## src/design/aptc_pkg.sv

```systemverilog
// ----------------------------------------------------------------------------
// aptc_pkg: shared types and constants of the AABB pair contact tracker
// Field widths, stream packing offsets and the contact event codes.
// ----------------------------------------------------------------------------
package aptc_pkg;

  localparam int unsigned ID_BITS    = 5;
  localparam int unsigned PAIR_BITS  = 2 * ID_BITS;
  localparam int unsigned PAIR_COUNT = 1 << PAIR_BITS;
  localparam int unsigned COORD_BITS = 16;

  // Input stream packing, lowest bit first.
  localparam int unsigned FIRST_ID_LSB  = 0;
  localparam int unsigned SECOND_ID_LSB = FIRST_ID_LSB + ID_BITS;
  localparam int unsigned FIRST_X_LSB   = SECOND_ID_LSB + ID_BITS;
  localparam int unsigned FIRST_Y_LSB   = FIRST_X_LSB + COORD_BITS;
  localparam int unsigned SECOND_X_LSB  = FIRST_Y_LSB + COORD_BITS;
  localparam int unsigned SECOND_Y_LSB  = SECOND_X_LSB + COORD_BITS;
  localparam int unsigned FIRST_W_LSB   = SECOND_Y_LSB + COORD_BITS;
  localparam int unsigned FIRST_H_LSB   = FIRST_W_LSB + COORD_BITS;
  localparam int unsigned SECOND_W_LSB  = FIRST_H_LSB + COORD_BITS;
  localparam int unsigned SECOND_H_LSB  = SECOND_W_LSB + COORD_BITS;
  localparam int unsigned ENABLE_LSB    = SECOND_H_LSB + COORD_BITS;
  localparam int unsigned IN_BITS       = ENABLE_LSB + 1;
  localparam int unsigned S_TDATA_BITS  = ((IN_BITS + 7) / 8) * 8;

  localparam int unsigned EVENT_BITS    = 2;
  localparam int unsigned M_TDATA_BITS  = ((EVENT_BITS + 7) / 8) * 8;

  typedef enum logic [EVENT_BITS-1:0] {
    EV_NONE  = 2'd0,
    EV_BEGIN = 2'd1,
    EV_STAY  = 2'd2,
    EV_END   = 2'd3
  } contact_event_e;

  typedef logic signed [COORD_BITS-1:0] coord_t;
  typedef logic        [COORD_BITS-1:0] size_t;
  typedef logic        [PAIR_BITS-1:0]  pair_idx_t;

endpackage

```

## src/design/aptc_box_test.sv

```systemverilog
// ----------------------------------------------------------------------------
// aptc_box_test: one-axis overlap test
// Flags touch when 2*|pos_a - pos_b| <= size_a + size_b, equality included.
// ----------------------------------------------------------------------------
module aptc_box_test (
  input  aptc_pkg::coord_t pos_a_i,
  input  aptc_pkg::coord_t pos_b_i,
  input  aptc_pkg::size_t  size_a_i,
  input  aptc_pkg::size_t  size_b_i,
  output logic             touch_o
);
  import aptc_pkg::*;

  logic signed [COORD_BITS:0] diff;
  logic        [COORD_BITS:0] mag;
  logic        [COORD_BITS:0] twice_mag;
  logic        [COORD_BITS:0] span;

  always_comb begin
    diff      = {pos_a_i[COORD_BITS-1], pos_a_i} - {pos_b_i[COORD_BITS-1], pos_b_i};
    mag       = diff[COORD_BITS] ? (~diff + 1'b1) : diff;
    twice_mag = {mag[COORD_BITS-1:0], 1'b0};
    span      = {1'b0, size_a_i} + {1'b0, size_b_i};
    touch_o   = (twice_mag <= span);
  end

endmodule

```

## src/design/aabb_pair_contact_tracker_unit.sv

```systemverilog
// ----------------------------------------------------------------------------
// aabb_pair_contact_tracker_unit: AABB pair contact tracker
// Tests one ordered collider pair per transfer and reports begin, stay, end
// or no contact, keeping one touch bit per ordered pair.
// ----------------------------------------------------------------------------
// One pair is taken per clock cycle and held in a stage register; its event
// then goes to the output register. A result held by the sink holds the input
// as well. The touch-bit memory has one read and one write port: it is read
// when a pair enters and written when its event leaves, with a bypass for the
// same pair arriving right behind. After reset the block runs a clearing pass
// over all 2^(2*ID_BITS) (1024) entries of that memory and takes no input
// transfer until it ends.
module aabb_pair_contact_tracker_unit (
  input  logic                                clk_i,
  input  logic                                rst_ni,
  input  logic                                s_axis_tvalid_i,
  output logic                                s_axis_tready_o,
  // first_id, second_id, first_x, first_y, second_x, second_y, first_width,
  // first_height, second_width, second_height, pair_enabled, zero pad
  input  logic [aptc_pkg::S_TDATA_BITS-1:0]   s_axis_tdata_i,
  output logic                                m_axis_tvalid_o,
  input  logic                                m_axis_tready_i,
  // contact_event, zero pad
  output logic [aptc_pkg::M_TDATA_BITS-1:0]   m_axis_tdata_o
);
  import aptc_pkg::*;

  logic                 touch_mem [PAIR_COUNT];
  logic [PAIR_BITS:0]   clr_cnt_q;
  logic                 clearing;

  logic                 accept;
  pair_idx_t            in_idx;
  logic                 s1_valid_q;
  logic [IN_BITS-1:0]   s1_data_q;
  pair_idx_t            s1_idx_q;
  logic                 rd_q;
  logic                 fwd_hit_q;
  logic                 fwd_val_q;
  logic                 s1_advance;
  logic                 out_free;
  logic                 touch_x;
  logic                 touch_y;
  logic                 touch;
  logic                 prev;
  contact_event_e       event_d;
  contact_event_e       event_q;
  logic                 out_valid_q;

  assign clearing        = !clr_cnt_q[PAIR_BITS];
  assign out_free        = !out_valid_q || m_axis_tready_i;
  assign s1_advance      = s1_valid_q && out_free;
  assign s_axis_tready_o = !clearing && (!s1_valid_q || out_free);
  assign accept          = s_axis_tvalid_i && s_axis_tready_o;
  assign in_idx          = {s_axis_tdata_i[FIRST_ID_LSB +: ID_BITS],
                            s_axis_tdata_i[SECOND_ID_LSB +: ID_BITS]};

  aptc_box_test u_test_x (
    .pos_a_i  (coord_t'(s1_data_q[FIRST_X_LSB +: COORD_BITS])),
    .pos_b_i  (coord_t'(s1_data_q[SECOND_X_LSB +: COORD_BITS])),
    .size_a_i (s1_data_q[FIRST_W_LSB +: COORD_BITS]),
    .size_b_i (s1_data_q[SECOND_W_LSB +: COORD_BITS]),
    .touch_o  (touch_x)
  );

  aptc_box_test u_test_y (
    .pos_a_i  (coord_t'(s1_data_q[FIRST_Y_LSB +: COORD_BITS])),
    .pos_b_i  (coord_t'(s1_data_q[SECOND_Y_LSB +: COORD_BITS])),
    .size_a_i (s1_data_q[FIRST_H_LSB +: COORD_BITS]),
    .size_b_i (s1_data_q[SECOND_H_LSB +: COORD_BITS]),
    .touch_o  (touch_y)
  );

  always_comb begin
    touch = s1_data_q[ENABLE_LSB] && touch_x && touch_y;
    prev  = fwd_hit_q ? fwd_val_q : rd_q;
    case ({touch, prev})
      2'b10:   event_d = EV_BEGIN;
      2'b11:   event_d = EV_STAY;
      2'b01:   event_d = EV_END;
      default: event_d = EV_NONE;
    endcase
  end

  // touch-bit memory: clearing sweep, write-back of the leaving pair, read
  always_ff @(posedge clk_i) begin
    if (clearing) begin
      touch_mem[clr_cnt_q[PAIR_BITS-1:0]] <= 1'b0;
    end else if (s1_advance) begin
      touch_mem[s1_idx_q] <= touch;
    end
    if (accept) begin
      rd_q <= touch_mem[in_idx];
    end
  end

  // stage payload and bypass of the bit written in the same cycle
  always_ff @(posedge clk_i) begin
    if (accept) begin
      s1_data_q <= s_axis_tdata_i[IN_BITS-1:0];
      s1_idx_q  <= in_idx;
      fwd_hit_q <= s1_advance && (s1_idx_q == in_idx);
      fwd_val_q <= touch;
    end
    if (s1_advance) begin
      event_q <= event_d;
    end
  end

  always_ff @(posedge clk_i or negedge rst_ni) begin
    if (!rst_ni) begin
      clr_cnt_q   <= '0;
      s1_valid_q  <= 1'b0;
      out_valid_q <= 1'b0;
    end else begin
      if (clearing) begin
        clr_cnt_q <= clr_cnt_q + 1'b1;
      end
      if (accept) begin
        s1_valid_q <= 1'b1;
      end else if (s1_advance) begin
        s1_valid_q <= 1'b0;
      end
      if (s1_advance) begin
        out_valid_q <= 1'b1;
      end else if (m_axis_tready_i) begin
        out_valid_q <= 1'b0;
      end
    end
  end

  assign m_axis_tvalid_o = out_valid_q;
  assign m_axis_tdata_o  = {{(M_TDATA_BITS - EVENT_BITS){1'b0}}, event_q};

  a_no_accept_while_clearing : assert property (
    @(posedge clk_i) disable iff (!rst_ni) clearing |-> !s_axis_tready_o
  ) else $error("input transfer offered while clearing the touch memory");

  a_stage_empty_while_clearing : assert property (
    @(posedge clk_i) disable iff (!rst_ni) clearing |-> !s1_valid_q && !out_valid_q
  ) else $error("pair in flight during clearing pass");

  a_stage_holds_on_stall : assert property (
    @(posedge clk_i) disable iff (!rst_ni)
    s1_valid_q && !out_free |=> s1_valid_q && $stable(s1_idx_q)
  ) else $error("stalled pair lost or changed");

  a_advance_fills_output : assert property (
    @(posedge clk_i) disable iff (!rst_ni) s1_advance |=> m_axis_tvalid_o
  ) else $error("event of an advancing pair not registered");

endmodule

```

## config.mk

```make
export PLATFORM = sky130hd
export DESIGN_NAME = aabb_pair_contact_tracker_unit
export DESIGN_NICKNAME = d
export VERILOG_FILES = /design/src/design/aptc_pkg.sv /design/src/design/aptc_box_test.sv /design/src/design/aabb_pair_contact_tracker_unit.sv
export SDC_FILE = /design/constraint.sdc
export NUM_CORES = 2
export LEC_CHECK = 0
export BUFFER_PORTS_ARGS = -buffer_cell sky130_fd_sc_hd__buf_2
export CORE_ASPECT_RATIO = 2
export CORE_MARGIN = 8
export CORE_UTILIZATION = 35
export CTS_CLUSTER_SIZE = 8
export DETAILED_ROUTE_END_ITERATION = 12
export SETUP_SLACK_MARGIN = 0.05
export SLEW_MARGIN = 20
export SYNTH_ARGS = -nofsm -noshare
export SYNTH_HDL_FRONTEND = slang
export SYNTH_SLANG_ARGS = --single-unit
```

## constraint.sdc

```tcl
create_clock -name clk_i -period 54.4 [get_ports clk_i]
set_clock_uncertainty 0.2 [all_clocks]
set_input_delay 10.88 -clock clk_i [delete_from_list [all_inputs] [get_ports clk_i]]
set_output_delay 10.88 -clock clk_i [all_outputs]
set_load 0.005 [all_outputs]
```

# Yosys cells after proc, flatten, opt, wreduce, memory -nomap -nowiden

Memory sizes are Yosys's and may differ from the RTL's. A register that Yosys moved wholly into a read port is not among the register bits.
Index checks and enable logic that the tools add are counted.

Add/subtract/negate cells: 7
$lt $le $gt $ge: 2
Equal/unequal tests: 4
Multiplexer cells: 16
Bitwise logic cells: 2
Reductions and logical operators: 13

Operators by type and width:

| cell                                          | number |
|---|---|
| adder 16 x 16 -> 17 bit                       | 2 |
| <= comparator 17 bit                          | 2 |
| subtractor 16 x 16 -> 17 bit                  | 2 |
| adder 16 x 1 -> 16 bit, second input constant | 2 |
| two-way mux 16 bit                            | 2 |
| NOT 16 bit                                    | 2 |
| adder 11 x 1 -> 11 bit, second input constant | 1 |
| two-way mux 1 bit                             | 11 |
| two-way mux 11 bit                            | 1 |
| == test 10 bit                                | 1 |
| two-way mux 10 bit                            | 1 |
| logical AND 1 bit                             | 6 |
| one-hot mux 2 bit (3 select lines)            | 1 |
| == test 2 bit, second input constant          | 2 |
| nonzero test 2 bit                            | 2 |
| == test 2 x 1 -> 1 bit, second input constant | 1 |
| logical NOT 1 bit                             | 2 |
| logical OR 1 bit                              | 2 |
| OR reduction 1 bit                            | 1 |

Register bits after elaboration: 166
Bits in writable memories: 1024
Bits of input ports: 148
Output and inout port bits: 10
Word-level logic and storage cells: 54
Memories: 1

Memories:

| name      | depth | bits a word | rd ports | clocked after Yosys merged registers in | wr ports | line                                 | RTL |
|---|---|---|---|---|---|---|---|
| touch_mem | 1024  | 1           | 1        | 1                                       | 1        | aabb_pair_contact_tracker_unit.sv:28 | `logic touch_mem [PAIR_COUNT];` |

# Longest topological paths before layout

Word-level depth: 9
Depth in mapped cells: 24

# By module

Synthesis repeated with hierarchy kept, for this count alone.

Cell total of the unflattened synthesis: 4000
Area total of the unflattened synthesis: 54368.4 um^2

Modules (own cells, without submodules):

| module                         | instances | cells each | area an instance (um^2) | seq. area each (um^2) |
|---|---|---|---|---|
| aabb_pair_contact_tracker_unit | 1         | 3354       | 49716.4                 | 35399.0 |
| aptc_box_test                  | 2         | 323        | 2326.0                  | 0.0 |

# Least setup slack after synthesis

OpenSTA, ideal clock, no wires.

Path kind: input to register
Start point: input m_axis_tready_i
End point: memory touch_mem[0], data pin
Setup time: 2893 ps
Arrival: 24057 ps
Required time: 51307 ps
Setup slack: 27250 ps
Stages: 4
Path through: nand2b_1 > nand2_1 > inv_1 > and3_1

Word-level cells in the longest chain between the ends: 7

Ends and longest elaborated chain:

| element                                 | line                                 | RTL |
|---|---|---|
| start: declaration                      | aabb_pair_contact_tracker_unit.sv:22 | `input logic m_axis_tready_i,` |
| logical OR 1 bit                        | aabb_pair_contact_tracker_unit.sv:51 | `assign out_free = !out_valid_q \|\| m_axis_tready_i;` |
| logical AND 1 bit                       | aabb_pair_contact_tracker_unit.sv:52 | `assign s1_advance = s1_valid_q && out_free;` |
| via s1_advance                          | aabb_pair_contact_tracker_unit.sv:40 | `logic s1_advance;` |
| two-way mux 1 bit                       | aabb_pair_contact_tracker_unit.sv:89 | `end else if (s1_advance) begin` |
| two-way mux 1 bit                       | aabb_pair_contact_tracker_unit.sv:87 | `if (clearing) begin` |
| two-way mux 1 bit (not written as such) | aabb_pair_contact_tracker_unit.sv:90 | `touch_mem[s1_idx_q] <= touch;` |
| OR reduction 1 bit (no source line)     | --                                   |  |
| two-way mux 1 bit (no source line)      | --                                   |  |
| end: declaration                        | aabb_pair_contact_tracker_unit.sv:28 |  |

The timed path passes the listed nets, and every way through them passes these cells.

# Final worst setup path

Start point: input m_axis_tready_i
End point: output s_axis_tready_o

Word-level cells in the longest chain between the ends: 3

Ends and longest elaborated chain:

| element           | line                                 | RTL |
|---|---|---|
| logical OR 1 bit  | aabb_pair_contact_tracker_unit.sv:51 |  |
| logical OR 1 bit  | aabb_pair_contact_tracker_unit.sv:53 | `assign s_axis_tready_o = !clearing && (!s1_valid_q \|\| out_free);` |
| logical AND 1 bit | aabb_pair_contact_tracker_unit.sv:53 |  |
| end: declaration  | aabb_pair_contact_tracker_unit.sv:17 | `output logic s_axis_tready_o,` |

Every way passes these cells.

==> impl_metrics.json <==
{
  "crit_path_end_kind": "primary output",
  "cts-root-buf": "clkbuf_16",
  "grt_overflow": 0,
  "synth_flop_cell": "edfxtp_1",
  "vias": 32100,
  "hold_start": "s1_valid_q",
  "core_um2": 153000,
  "leakage_uw": 0.0165,
  "crit_fanout": 2,
  "cts-buffers-inserted": 173,
  "first_global_vias": 33600,
  "final.period_utilization_pct": 41.7,
  "path_class": "in2out",
  "async_reset_ff_share_pct": 1.10,
  "start_kind": "input port",
  "gp_congestion": 0.844,
  "min_path_type": "reg2reg",
  "crit_arrival_ns": 11.59,
  "grt_pass1_wl_mm": 216,
  "outcome": "finished, final reports clean",
  "track_usage_pct": 17.4,
  "area_growth_pct": 13.8,
  "synth_top_area_share_pct": 65.3,
  "drv_cap": 0,
  "powerDensity_nw_per_um2": 32.2,
  "total_power_uw": 1970,
  "p_switching_uw": 396,
  "dieArea_um2": 167000,
  "cts_resized": 0,
  "ys_warn_count": 0,
  "rows": 203,
  "slew_headroom_pct": 23.4,
  "switching_share_pct": 20.1,
  "whs_path_depth": 1,
  "grt_max_degree": 281,
  "ir_worst_vdd_mv": 0.0232,
  "synth_seq_cells": 1181,
  "register_area_um2": 35400,
  "first_iter_violations": 2633,
  "ios": 158,
  "avgSynthCellArea_um2": 14.3,
  "cts_tree": "built",
  "h-tree-depth": 4,
  "yosysSeqAreaShare_pct": 65.9,
  "layout_min_cycle_time_ns": 22.67,
  "place.port_buffers": 146,
  "cp.required_ns": 43.32,
  "hold_viol_final": 0,
  "fmax_mhz": 44.1,
  "fillCellCount": 14000,
  "rsz0062_at_grt": "no",
  "ant_nets": 0,
  "combPwrFrac_pct": 1.9,
  "r2r-start": "s1_data_q[58]",
  "ys_types": 74,
  "start_util_pct": 35.2,
  "drt_wl_total_mm": 148,
  "wl_per_cell_um": 25.0,
  "antenna_found_initial": 6,
  "p_seq_share_pct": 50.3,
  "hold_buffers": 0,
  "netlist_instances": 3753,
  "clk_pin_slew_ns": 0.05,
  "synth_edf_count": 1168,
  "fin_tns_setup_ns": 0,
  "setup_violations": 0,
  "die_h_um": 570,
  "dp_hpwl_mm": 87.4,
  "via_per_inst": 5.42,
  "fin_nets": 4099,
  "die_w_um": 293,
  "numClockSinks": 1181,
  "synthesis.area_um2": 53700,
  "multi_input_area_um2": 17100,
  "slew_violations": 0,
  "cts_setup_buffers": 0,
  "dr.pass1.iters": 7,
  "netlist_top_cells_area": "edfxtp_1 65%, mux4_2 13%, nor2_1 7.7%",
  "insertion_delay_ns": 0.77,
  "rr_worst_depth": 20,
  "yosys.area.top_type": "edfxtp_1",
  "p_int_uw": 1570,
  "worst_pin_slew_ns": 1.15,
  "cp-startpoint": "m_axis_tready_i",
  "pwr-share-clk_pct": 47.8,
  "drive_above_1_share_pct": 20.1,
  "clockBufferDepth": 4,
  "drc": 0
}
## critical path: stages
cell and delay [ns]:
buf_2 0.08, nor2b_1 0.04, a21boi_0 0.38, buf_2 0.20
## state kept, by name (all words and copies together) (netlist names)
name             count
touch_mem         1024
s1_data_q          139
clr_cnt_q           11
event_q              2
fwd_hit_q            1
fwd_val_q            1
m_axis_tvalid_o      1
rd_q                 1
s1_valid_q           1
## per-stage QoR
step / cell area [um2] / setup WS, ns / hold slack [ns] / utilization (%) / instances
final: 61100 / 31.73 / 0.336 / 40.0 / 5924
after global routing: 61100 / 31.72 / 0.374 / 40.0 / 5921
after CTS: 61000 / 31.75 / 0.345 / 40.0 / 5919
after detailed placement: 56500 / 31.75 / 0.327 / 37.0 / 5722
after global placement: 56500 / 31.78 / 0.316 / 37.0 / 5722
after floorplan: 53700 / 27.25 / 0.266 / - / 3758
## synthesized netlist by cell type (all sizes together) (5+ instances only)
cell / instances
o31ai: 6
and2: 10
nor2: 1097
o211ai: 6
a31o: 6
or3: 20
nand2b: 25
nand2: 136
nor4: 11
buf: 68
o21ai: 54
and3: 9
o31a: 6
edfxtp: 1168
nor2b: 24
or2: 10
a31oi: 15
ha: 99
a211oi: 10
nand4: 13
a22oi: 7
o2111ai: 7
nand3: 36
clkbuf: 223
a21oi: 45
o21a: 23
nor3b: 5
xor2: 32
mux4: 311
inv: 58
a21o: 25
dfrtp: 13
nand3b: 6
mux2i: 20
nor3: 29
o22ai: 10
xnor2: 56
o21bai: 7
## path summary, 6_finish.rpt
check / endpoint / slack [ns]
max: s_axis_tready_o / 31.73
min: m_axis_tvalid_o / 0.34
max reg2reg: touch_mem[218] / 44.73
min reg2reg: m_axis_tvalid_o / 0.34
max in group asynchronous: m_axis_tvalid_o / 43.94
min in group asynchronous: clr_cnt_q[4] / 9.81
## cell families (layout without fill, tap and decap cells)
kind of cell / count (synthesis) / count (layout) / share of synthesized area (%)
AOI/OAI and AO/OA: 255 / 255 / 3.23
xor gates and xnor gates: 88 / 88 / 1.43
adders and majority gates: 103 / 103 / 2.45
buffers and inverters: 349 / 461 / 2.54
DFF: 1181 / 1181 / 65.9
muxes: 335 / 335 / 13.5
other: 1 / 10 / 0.00698
and+or+nand+nor: 1441 / 1441 / 11.0
## placed cells by master (no fill, tap or decap), drive strengths merged, types with 25 or more instances in the layout
cell and n:
xnor2 56, nand2 136, a21oi 45, nand3 36, a21o 25, nor3 29, inv 62, buf 206
edfxtp 1168, clkbuf 190, ha 99, xor2 32, nand2b 25, mux4 311, nor2 1097, o21ai 54
## area by class of cell
type / instances / area share (%)
multi-input combinational: 2228 / 28.0
clock buffer: 190 / 7.26
sequential: 1181 / 57.9
antenna: 4 / 0.0164
inverter: 58 / 0.356
clock inverter: 7 / 0.158
timing repair buffer: 206 / 2.07
tap: 2050 / 4.20
## power by group through the flow
stage / logic (uW) / registers, uW / clock network (uW)
2_1_floorplan: 22.5 / 1010 / 0
3_3_place_gp: 38.5 / 1010 / 0
3_5_place_dp: 38.4 / 1010 / 0
4_1_cts: 38.6 / 988 / 958
5_1_grt: 40.1 / 987 / 982
6_report: 37.7 / 988 / 939
## per-layer routing
metal,part of all wire [%],wire length [um],track usage (%),up-vias
met1,34,50000,18.1,16500
met2,53,78800,32.3,1202
met5,0.018,27,0,-
met3,6.2,9130,2.91,417
li1,-,-,-,14000
met4,6.9,10200,10.8,4
(Power assumes the default switching activity.)
